File: src/sv/okgh_pkg.sv
// Shared types and constants for the object key to group hash unit.
// Holds the FNV and finalizer constants and the controller/datapath structs.
// No dependencies.
package okgh_pkg;

  localparam int unsigned HashW = 64;
  localparam int unsigned HalfW = 32;
  localparam int unsigned BitIdxW = 6;
  localparam int unsigned GroupW = 16;
  localparam int unsigned ByteW = 8;

  localparam logic [HashW-1:0] FNV_BASIS = 64'd1469598103934665603;
  localparam logic [HashW-1:0] FMIX_C1 = 64'hff51afd7ed558ccd;
  localparam logic [HashW-1:0] FMIX_C2 = 64'hc4ceb9fe1a85ec53;
  localparam int unsigned FMIX_SHIFT = 33;
  localparam logic [1:0] LAST_ROUND = 2'd2;

  typedef enum logic [1:0] {
    MUL_LL,
    MUL_LH,
    MUL_HL
  } mul_sel_e;

  typedef struct packed {
    logic               fnv_part;
    logic               fnv_fold;
    logic               fin_load;
    logic               xs;
    logic               mul_go;
    mul_sel_e           mul_sel;
    logic               const_sel;
    logic               acc_load;
    logic               acc_add;
    logic               v_from_acc;
    logic               rem_clr;
    logic               div_step;
    logic [BitIdxW-1:0] div_idx;
    logic               out_load;
  } okgh_cmd_t;

  typedef struct packed {
    logic out_free;
  } okgh_sts_t;

endpackage

File: src/sv/okgh_in_if.sv
// Input channel of the hash unit: one key byte per beat with its flags.
// Depends on okgh_pkg.
interface okgh_in_if;
  logic                         valid;
  logic                         ready;
  logic [okgh_pkg::ByteW-1:0]   key_byte;
  logic                         byte_present;
  logic                         end_of_key;

  modport source (output valid, output key_byte, output byte_present, output end_of_key,
                  input ready);
  modport sink (input valid, input key_byte, input byte_present, input end_of_key,
                output ready);
endinterface

File: src/sv/okgh_out_if.sv
// Output channel of the hash unit: finalized hash and group index per beat.
// Depends on okgh_pkg.
interface okgh_out_if;
  logic                         valid;
  logic                         ready;
  logic [okgh_pkg::HashW-1:0]   key_hash;
  logic [okgh_pkg::GroupW-1:0]  group_index;

  modport source (output valid, output key_hash, output group_index, input ready);
  modport sink (input valid, input key_hash, input group_index, output ready);
endinterface

File: src/sv/okgh_ctrl.sv
// Sequencer of the hash unit: byte folding, finalizer steps, modulo loop.
// Depends on okgh_pkg; drives okgh_dp through okgh_cmd_t.
module okgh_ctrl (
  input  logic               clk_i,
  input  logic               rst_ni,
  input  logic               in_valid_i,
  input  logic               in_present_i,
  input  logic               in_end_i,
  output logic               in_ready_o,
  input  okgh_pkg::okgh_sts_t sts_i,
  output okgh_pkg::okgh_cmd_t cmd_o
);

  localparam logic [3:0] S_IDLE = 4'd0;
  localparam logic [3:0] S_FNV  = 4'd1;
  localparam logic [3:0] S_XS   = 4'd2;
  localparam logic [3:0] S_MUL0 = 4'd3;
  localparam logic [3:0] S_MUL1 = 4'd4;
  localparam logic [3:0] S_MUL2 = 4'd5;
  localparam logic [3:0] S_MUL3 = 4'd6;
  localparam logic [3:0] S_DIV  = 4'd7;
  localparam logic [3:0] S_DONE = 4'd8;

  logic [3:0]                   state_q, state_d;
  logic [1:0]                   round_q, round_d;
  logic [okgh_pkg::BitIdxW-1:0] cnt_q, cnt_d;
  logic                         end_q, end_d;

  always_comb begin
    state_d    = state_q;
    round_d    = round_q;
    cnt_d      = cnt_q;
    end_d      = end_q;
    cmd_o      = '0;
    cmd_o.mul_sel   = okgh_pkg::MUL_LL;
    cmd_o.const_sel = round_q[0];
    cmd_o.div_idx   = ~cnt_q;
    in_ready_o = 1'b0;
    case (state_q)
      S_IDLE: begin
        in_ready_o = 1'b1;
        if (in_valid_i) begin
          if (in_present_i) begin
            cmd_o.fnv_part = 1'b1;
            end_d          = in_end_i;
            state_d        = S_FNV;
          end else if (in_end_i) begin
            cmd_o.fin_load = 1'b1;
            round_d        = '0;
            state_d        = S_XS;
          end
        end
      end
      S_FNV: begin
        cmd_o.fnv_fold = 1'b1;
        if (end_q) begin
          cmd_o.fin_load = 1'b1;
          round_d        = '0;
          state_d        = S_XS;
        end else begin
          state_d = S_IDLE;
        end
      end
      S_XS: begin
        cmd_o.xs = 1'b1;
        if (round_q == okgh_pkg::LAST_ROUND) begin
          cmd_o.rem_clr = 1'b1;
          cnt_d         = '0;
          state_d       = S_DIV;
        end else begin
          state_d = S_MUL0;
        end
      end
      S_MUL0: begin
        cmd_o.mul_go  = 1'b1;
        cmd_o.mul_sel = okgh_pkg::MUL_LL;
        state_d       = S_MUL1;
      end
      S_MUL1: begin
        cmd_o.acc_load = 1'b1;
        cmd_o.mul_go   = 1'b1;
        cmd_o.mul_sel  = okgh_pkg::MUL_LH;
        state_d        = S_MUL2;
      end
      S_MUL2: begin
        cmd_o.acc_add = 1'b1;
        cmd_o.mul_go  = 1'b1;
        cmd_o.mul_sel = okgh_pkg::MUL_HL;
        state_d       = S_MUL3;
      end
      S_MUL3: begin
        cmd_o.v_from_acc = 1'b1;
        round_d          = round_q + 2'd1;
        state_d          = S_XS;
      end
      S_DIV: begin
        cmd_o.div_step = 1'b1;
        cnt_d          = cnt_q + 1'b1;
        if (cnt_q == '1) begin
          state_d = S_DONE;
        end
      end
      S_DONE: begin
        if (sts_i.out_free) begin
          cmd_o.out_load = 1'b1;
          state_d        = S_IDLE;
        end
      end
      default: begin
        state_d = S_IDLE;
      end
    endcase
  end

  always_ff @(posedge clk_i or negedge rst_ni) begin
    if (!rst_ni) begin
      state_q <= S_IDLE;
      round_q <= '0;
      cnt_q   <= '0;
      end_q   <= 1'b0;
    end else begin
      state_q <= state_d;
      round_q <= round_d;
      cnt_q   <= cnt_d;
      end_q   <= end_d;
    end
  end

endmodule

File: src/sv/okgh_dp.sv
// Datapath of the hash unit: FNV-1a state, shared 32x32 multiplier,
// xor-shift, bit-serial modulo and output register. Depends on okgh_pkg.
module okgh_dp #(
  parameter int unsigned GROUP_BITS = 16
) (
  input  logic                        clk_i,
  input  logic                        rst_ni,
  input  logic                        cfg_we_i,
  input  logic [okgh_pkg::GroupW-1:0] cfg_data_i,
  input  logic [okgh_pkg::ByteW-1:0]  key_byte_i,
  input  okgh_pkg::okgh_cmd_t         cmd_i,
  output okgh_pkg::okgh_sts_t         sts_o,
  okgh_out_if.source                  out_ch_o
);

  localparam int unsigned HW = okgh_pkg::HashW;
  localparam int unsigned LW = okgh_pkg::HalfW;

  logic [GROUP_BITS-1:0] count_q;
  logic [HW-1:0]         hash_q, hash_d;
  logic [HW-1:0]         part_a_q, part_b_q;
  logic [HW-1:0]         v_q, acc_q, prod_q;
  logic [GROUP_BITS-1:0] rem_q, rem_d;
  logic [GROUP_BITS:0]   rem_sh;
  logic                  out_valid_q;
  logic [HW-1:0]         out_hash_q;
  logic [okgh_pkg::GroupW-1:0] out_idx_q;
  logic [HW-1:0]         x;
  logic [HW-1:0]         cst;
  logic [LW-1:0]         opa, opb;
  logic [LW-1:0]         acc_hi_sum;

  assign x = hash_q ^ {{(HW-okgh_pkg::ByteW){1'b0}}, key_byte_i};
  assign hash_d = cmd_i.fnv_fold ? (part_a_q + part_b_q) : hash_q;

  assign cst = cmd_i.const_sel ? okgh_pkg::FMIX_C2 : okgh_pkg::FMIX_C1;

  always_comb begin
    case (cmd_i.mul_sel)
      okgh_pkg::MUL_LL: begin
        opa = v_q[LW-1:0];
        opb = cst[LW-1:0];
      end
      okgh_pkg::MUL_LH: begin
        opa = v_q[LW-1:0];
        opb = cst[HW-1:LW];
      end
      okgh_pkg::MUL_HL: begin
        opa = v_q[HW-1:LW];
        opb = cst[LW-1:0];
      end
      default: begin
        opa = '0;
        opb = '0;
      end
    endcase
  end

  assign acc_hi_sum = acc_q[HW-1:LW] + prod_q[LW-1:0];

  assign rem_sh = {rem_q, v_q[cmd_i.div_idx]};
  assign rem_d = (rem_sh >= {1'b0, count_q}) ? GROUP_BITS'(rem_sh - {1'b0, count_q})
                                             : rem_sh[GROUP_BITS-1:0];

  assign sts_o.out_free = !out_valid_q || out_ch_o.ready;

  always_ff @(posedge clk_i or negedge rst_ni) begin
    if (!rst_ni) begin
      count_q     <= GROUP_BITS'(1);
      hash_q      <= okgh_pkg::FNV_BASIS;
      out_valid_q <= 1'b0;
    end else begin
      if (cfg_we_i) begin
        count_q <= GROUP_BITS'(cfg_data_i);
      end
      if (cmd_i.fin_load) begin
        hash_q <= okgh_pkg::FNV_BASIS;
      end else begin
        hash_q <= hash_d;
      end
      if (cmd_i.out_load) begin
        out_valid_q <= 1'b1;
      end else if (out_ch_o.ready) begin
        out_valid_q <= 1'b0;
      end
    end
  end

  always_ff @(posedge clk_i) begin
    if (cmd_i.fnv_part) begin
      part_a_q <= (x << 40) + (x << 8) + (x << 7);
      part_b_q <= (x << 5) + (x << 4) + (x << 1) + x;
    end
    if (cmd_i.fin_load) begin
      v_q <= hash_d;
    end else if (cmd_i.xs) begin
      v_q <= v_q ^ (v_q >> okgh_pkg::FMIX_SHIFT);
    end else if (cmd_i.v_from_acc) begin
      v_q <= {acc_hi_sum, acc_q[LW-1:0]};
    end
    if (cmd_i.mul_go) begin
      prod_q <= opa * opb;
    end
    if (cmd_i.acc_load) begin
      acc_q <= prod_q;
    end else if (cmd_i.acc_add) begin
      acc_q <= {acc_hi_sum, acc_q[LW-1:0]};
    end
    if (cmd_i.rem_clr) begin
      rem_q <= '0;
    end else if (cmd_i.div_step) begin
      rem_q <= rem_d;
    end
    if (cmd_i.out_load) begin
      out_hash_q <= v_q;
      out_idx_q  <= (count_q == '0) ? '0 : okgh_pkg::GroupW'(rem_q);
    end
  end

  assign out_ch_o.valid       = out_valid_q;
  assign out_ch_o.key_hash    = out_hash_q;
  assign out_ch_o.group_index = out_idx_q;

endmodule

File: src/sv/object_key_to_group_hash_unit.sv
// Sequence: each key byte is folded into the FNV state before the next is accepted;
// the end beat runs the finalizer (three xor-shifts, two multiplies of four steps
// on one shared 32x32 multiplier), then a bit-serial modulo over all 64 hash bits.
// No beat is accepted during a fold, the finalizer, the modulo or a pending load.
// The output register lets the next key start while a result waits.
// Reset: asynchronous, active low; hash returns to the FNV basis, group count to 1.
module object_key_to_group_hash_unit #(
  parameter int unsigned GROUP_BITS = 16
) (
  input  logic                        clk_i,
  input  logic                        rst_ni,
  input  logic                        cfg_we_i,
  input  logic [okgh_pkg::GroupW-1:0] cfg_data_i,
  okgh_in_if.sink                     in_ch_i,
  okgh_out_if.source                  out_ch_o
);

  okgh_pkg::okgh_cmd_t cmd;
  okgh_pkg::okgh_sts_t sts;

  okgh_ctrl u_ctrl (
    .clk_i        (clk_i),
    .rst_ni       (rst_ni),
    .in_valid_i   (in_ch_i.valid),
    .in_present_i (in_ch_i.byte_present),
    .in_end_i     (in_ch_i.end_of_key),
    .in_ready_o   (in_ch_i.ready),
    .sts_i        (sts),
    .cmd_o        (cmd)
  );

  okgh_dp #(
    .GROUP_BITS (GROUP_BITS)
  ) u_dp (
    .clk_i      (clk_i),
    .rst_ni     (rst_ni),
    .cfg_we_i   (cfg_we_i),
    .cfg_data_i (cfg_data_i),
    .key_byte_i (in_ch_i.key_byte),
    .cmd_i      (cmd),
    .sts_o      (sts),
    .out_ch_o   (out_ch_o)
  );

endmodule

File: src/flat_wrapper.sv
// flat-port wrapper written by rule: the top's interface ports become plain ports
module object_key_to_group_hash_unit_flat 
#(
  parameter int unsigned GROUP_BITS = 16
)
  (clk_i, rst_ni, cfg_we_i, cfg_data_i, in_ch_i_valid, in_ch_i_key_byte, in_ch_i_byte_present, in_ch_i_end_of_key, in_ch_i_ready, out_ch_o_valid, out_ch_o_key_hash, out_ch_o_group_index, out_ch_o_ready);
  okgh_in_if in_ch_i_i ();
  okgh_out_if out_ch_o_i ();
  input  logic clk_i;
  input  logic rst_ni;
  input  logic cfg_we_i;
  input  logic [okgh_pkg::GroupW-1:0] cfg_data_i;
  input wire logic [$bits(in_ch_i_i.valid)-1:0] in_ch_i_valid;
  input wire logic [$bits(in_ch_i_i.key_byte)-1:0] in_ch_i_key_byte;
  input wire logic [$bits(in_ch_i_i.byte_present)-1:0] in_ch_i_byte_present;
  input wire logic [$bits(in_ch_i_i.end_of_key)-1:0] in_ch_i_end_of_key;
  output wire logic [$bits(in_ch_i_i.ready)-1:0] in_ch_i_ready;
  output wire logic [$bits(out_ch_o_i.valid)-1:0] out_ch_o_valid;
  output wire logic [$bits(out_ch_o_i.key_hash)-1:0] out_ch_o_key_hash;
  output wire logic [$bits(out_ch_o_i.group_index)-1:0] out_ch_o_group_index;
  input wire logic [$bits(out_ch_o_i.ready)-1:0] out_ch_o_ready;
  assign in_ch_i_i.valid = in_ch_i_valid;
  assign in_ch_i_i.key_byte = in_ch_i_key_byte;
  assign in_ch_i_i.byte_present = in_ch_i_byte_present;
  assign in_ch_i_i.end_of_key = in_ch_i_end_of_key;
  assign in_ch_i_ready = in_ch_i_i.ready;
  assign out_ch_o_valid = out_ch_o_i.valid;
  assign out_ch_o_key_hash = out_ch_o_i.key_hash;
  assign out_ch_o_group_index = out_ch_o_i.group_index;
  assign out_ch_o_i.ready = out_ch_o_ready;
  object_key_to_group_hash_unit #(.GROUP_BITS(GROUP_BITS)) u_core (.clk_i(clk_i), .rst_ni(rst_ni), .cfg_we_i(cfg_we_i), .cfg_data_i(cfg_data_i), .in_ch_i(in_ch_i_i), .out_ch_o(out_ch_o_i));
endmodule
File: config.mk
export PLATFORM = sky130hd
export DESIGN_NAME = object_key_to_group_hash_unit_flat
export DESIGN_NICKNAME = d
export VERILOG_FILES = /design/src/sv/okgh_pkg.sv /design/src/sv/okgh_in_if.sv /design/src/sv/okgh_out_if.sv /design/src/sv/okgh_ctrl.sv /design/src/sv/okgh_dp.sv /design/src/sv/object_key_to_group_hash_unit.sv /design/src/flat_wrapper.sv
export SDC_FILE = /design/constraint.sdc
export NUM_CORES = 2
export LEC_CHECK = 0
export ABC_AREA = 1
export CAP_MARGIN = 10
export CORE_ASPECT_RATIO = 0.8
export CORE_MARGIN = 1.5
export CORE_UTILIZATION = 50
export CTS_CLUSTER_SIZE = 10
export DETAILED_ROUTE_END_ITERATION = 10
export DONT_BUFFER_PORTS = 1
export GPL_ROUTABILITY_DRIVEN = 0
export GPL_TIMING_DRIVEN = 0
export PLACE_DENSITY = 0.72
export SETUP_SLACK_MARGIN = 0.1
export SLEW_MARGIN = 20
export SYNTH_ARGS = -nofsm -noshare
export SYNTH_HDL_FRONTEND = slang
export SYNTH_SLANG_ARGS = --single-unit
export TNS_END_PERCENT = 20
File: constraint.sdc
create_clock -name clk_i -period 10.5 [get_ports clk_i]
set_input_delay 1.05 -clock clk_i [delete_from_list [all_inputs] [get_ports clk_i]]
set_output_delay 1.05 -clock clk_i [all_outputs]
set_load 0.1 [all_outputs]
==> impl_metrics.yaml <==
timing:
  hold_violations: 0
  rsz0062_at_grt: "no"
  slew_viol_final: 0
  fin_skew_ps: 27.3
  finalSetupViolCount: 0
  worst_pin_slew_ps: 1230
  final.min_clock_period_ps: 10050
  fmax_mhz: 99.5
  setup_tns_ps: 0
  layout_worst_path_cycle_share_pct: 95.8
  relSlewSlack_pct: 16.8
clocking:
  cts_tree: "built"
  cts_setup_buffers: 0
  clk_path_buf_depth: 3
  root_buffer: "clkbuf_16"
  ctsResizeCount: 0
  cts_buffers: 56
  hold_buffers: 0
  htree_levels: 2
  cts_sinks: 499
  clock_latency_ps: 660
  path_clk_slew_ps: 70
run_status:
  violations: "design-rule violations"
  status: "finished, violations left"
finish:
  multi_input_area_um2: 47200
  fin_nets: 10044
  fill_cells: 12613
  regArea_um2: 14400
  area_delta_synth_final_pct: 6.16
  drive_gt1_share_pct: 3.80
logic_synthesis:
  synth-edff-count: 389
  syn_avg_cell_area_um2: 8.21
  postSynthCellCount: 8412
  synth-seq-cells: 499
  synthesis.nets: 9976
  yosysUniqueCellTypes: 57
  synthArstFlopShare_pct: 18.8
  yosys_warnings: 0
  yosysSeqAreaShare_pct: 20.8
  synthesis.area_um2: 69100
  synth_flop_cell: "edfxtp_1"
floorplan:
  die_h_um: 335
  core_area_um2: 137000
  die_x_um: 419
  io_pins: 113
  dieArea_um2: 140000
  rows: 121
  start_util_pct: 50.6
global_route:
  antenna_found_initial: 10
  overflow: 0
  grt_util_met2_pct: 43.5
  use_met1_pct: 50.8
  grt_use_total_pct: 36.1
  use_met3_pct: 21.0
  grt_pass1_vias: 56828
  grt_busiest_layer: "met1"
  grt_first_pass_wirelength_mm: 369
  grt_max_degree: 95
route:
  first_pass_iters: 11
  wl_mm: 256
  via_count: 61178
  wl_per_cell_um: 24.7
  drt-initial-drc-count: 10225
  drtAntennaViolNets: 0
  vias_per_cell: 5.90
  remaining_drc_errors: 1
worst_setup_path:
  cp-end-kind: "flip-flop"
  worstPathArrival_ps: 10440
  cp_max_fo: 10
  startpoint_type: "flip-flop"
  cp_common_cell: "fa_1"
  cp.required_ps: 10890
  slowest_stage: "o21ai_0"
  slowest_delay_ps: 850
  worstSetupPathType: "flip-flop to flip-flop"
place:
  dp_hpwl_mm: 221
  port_buffers: 0
min_path:
  hold_path.class: "input pin to async pin"
job:
  maxCapViolations: 0
==> Yosys cell counts (11+ instances only) <==
master | count | area [µm²]
o22ai_1 | 11 | 68.8
xor2_1 | 158 | 1380
dfrtp_1 | 65 | 1630
nand2_1 | 1718 | 6450
inv_1 | 1814 | 6810
o211ai_1 | 17 | 128
nand3_1 | 309 | 1550
nor3_1 | 61 | 305
dfxtp_1 | 16 | 320
a31oi_1 | 26 | 163
a21o_1 | 35 | 263
a21oi_1 | 370 | 1850
xnor2_1 | 115 | 1010
clkbuf_1 | 58 | 218
inv_2 | 31 | 116
dfstp_2 | 29 | 762
ha_1 | 589 | 7370
o21a_1 | 24 | 180
nor2_1 | 870 | 3270
edfxtp_1 | 389 | 11700
nand4_1 | 52 | 325
nor4_1 | 14 | 87.6
buf_1 | 12 | 45.0
buf_2 | 41 | 205
o21ai_1 | 14 | 70.1
nand3b_1 | 14 | 105
o221ai_1 | 17 | 149
o21bai_1 | 68 | 510
o21ai_0 | 332 | 1660
fa_1 | 944 | 18900
o21ai_2 | 23 | 201
or2_2 | 69 | 432
==> layer usage <==
metal  vias up  share of wire, %
met5         -              0.11
li1      26298                 -
met2      5081                35
met4        20               5.8
met1     29005                39
met3       774                21
==> worst max-delay path, delay by kind of cell (launching register included) <==
family	cells	cell delay (ps)
fa+ha+maj	9	4540
simple gates	11	2400
buf+inv	9	1500
compound gates	1	850
flops	1	430
==> area by class of cell <==
type	count	share of cell area, %
antenna	5	0.0171
buffer	119	0.749
clock buffer	102	2.16
clock inverter	3	0.0802
inverter	1850	9.48
multi-input combinational	5944	64.4
sequential	499	19.6
tap	1845	3.15
timing repair buffer	10	0.314
==> cells by family after synthesis <==
logic type / after synthesis / synth area share (%)
and+or+nand+nor: 3151 / 18.6
buffers and inverters: 1969 / 10.8
adders and majority gates: 1533 / 38.0
AOI/OAI and AO/OA: 979 / 8.14
DFF: 499 / 20.8
xor gates and xnor gates: 273 / 3.46
muxes: 8 / 0.116
==> state kept, by name (all words and copies together), names as in the netlist <==
register	flops
u_core.u_ctrl.cnt_q	6
u_core.u_ctrl.end_q	1
u_core.u_ctrl.round_q	2
u_core.u_ctrl.state_q	4
u_core.u_dp.acc_q	64
u_core.u_dp.count_q	16
u_core.u_dp.hash_q	64
u_core.u_dp.out_ch_o.group_index	16
u_core.u_dp.out_ch_o.key_hash	64
u_core.u_dp.out_ch_o.valid	1
u_core.u_dp.part_a_q	57
u_core.u_dp.part_b_q	60
u_core.u_dp.prod_q	64
u_core.u_dp.rem_q	16
u_core.u_dp.v_q	64
==> path summary, 6_finish.rpt <==
check                      slack [ps]  depth (start not counted)                startpoint                     end
setup / recovery                  450                         30  u_core.u_ctrl.state_q[0]  u_core.u_dp.prod_q[63]
hold / removal                    100                          0                    rst_ni  u_core.u_dp.hash_q[10]
setup reg to reg                  450                         30  u_core.u_ctrl.state_q[0]  u_core.u_dp.prod_q[63]
hold reg to reg                   480                          2     u_core.u_dp.rem_q[14]   u_core.u_dp.rem_q[14]
max in group asynchronous       10100                          0                    rst_ni  u_core.u_dp.hash_q[54]
min in group clk_i                480                          2     u_core.u_dp.rem_q[14]   u_core.u_dp.rem_q[14]
==> per-stage QoR <==
stage                     std cells  worst slack (ps)  cell area (µm²)  utilization (%)  hold slack (ps)
final                         10377               446            73300             53.7              104
after global routing          10372               306            73300             53.7             90.7
after CTS                     10372               893            73300             53.7             83.5
after detailed placement      10267               942            71700             52.5              469
after global placement        10257              26.1            71400             52.3              462
after floorplan                8412              2530            69100                -              442
==> cells in the final DEF, fill, tap and decap left out, types with 33 or more instances in the layout <==
master and count:
nor2_1 868, o21bai_1 68, dfrtp_1 65, edfxtp_1 389
inv_2 33, nand4_1 52, xnor2_1 113, xor2_1 158
fa_1 944, buf_2 41, clkbuf_1 99, clkbuf_16 56
nor3_1 61, a21oi_1 370, nand3_1 308, inv_1 1812
o21ai_0 331, nand2_1 1717, or2_2 69, a21o_1 35
ha_1 589
Power is not shown: default switching activity piles up to over one toggle a cycle in this logic, so the estimate is an artifact.
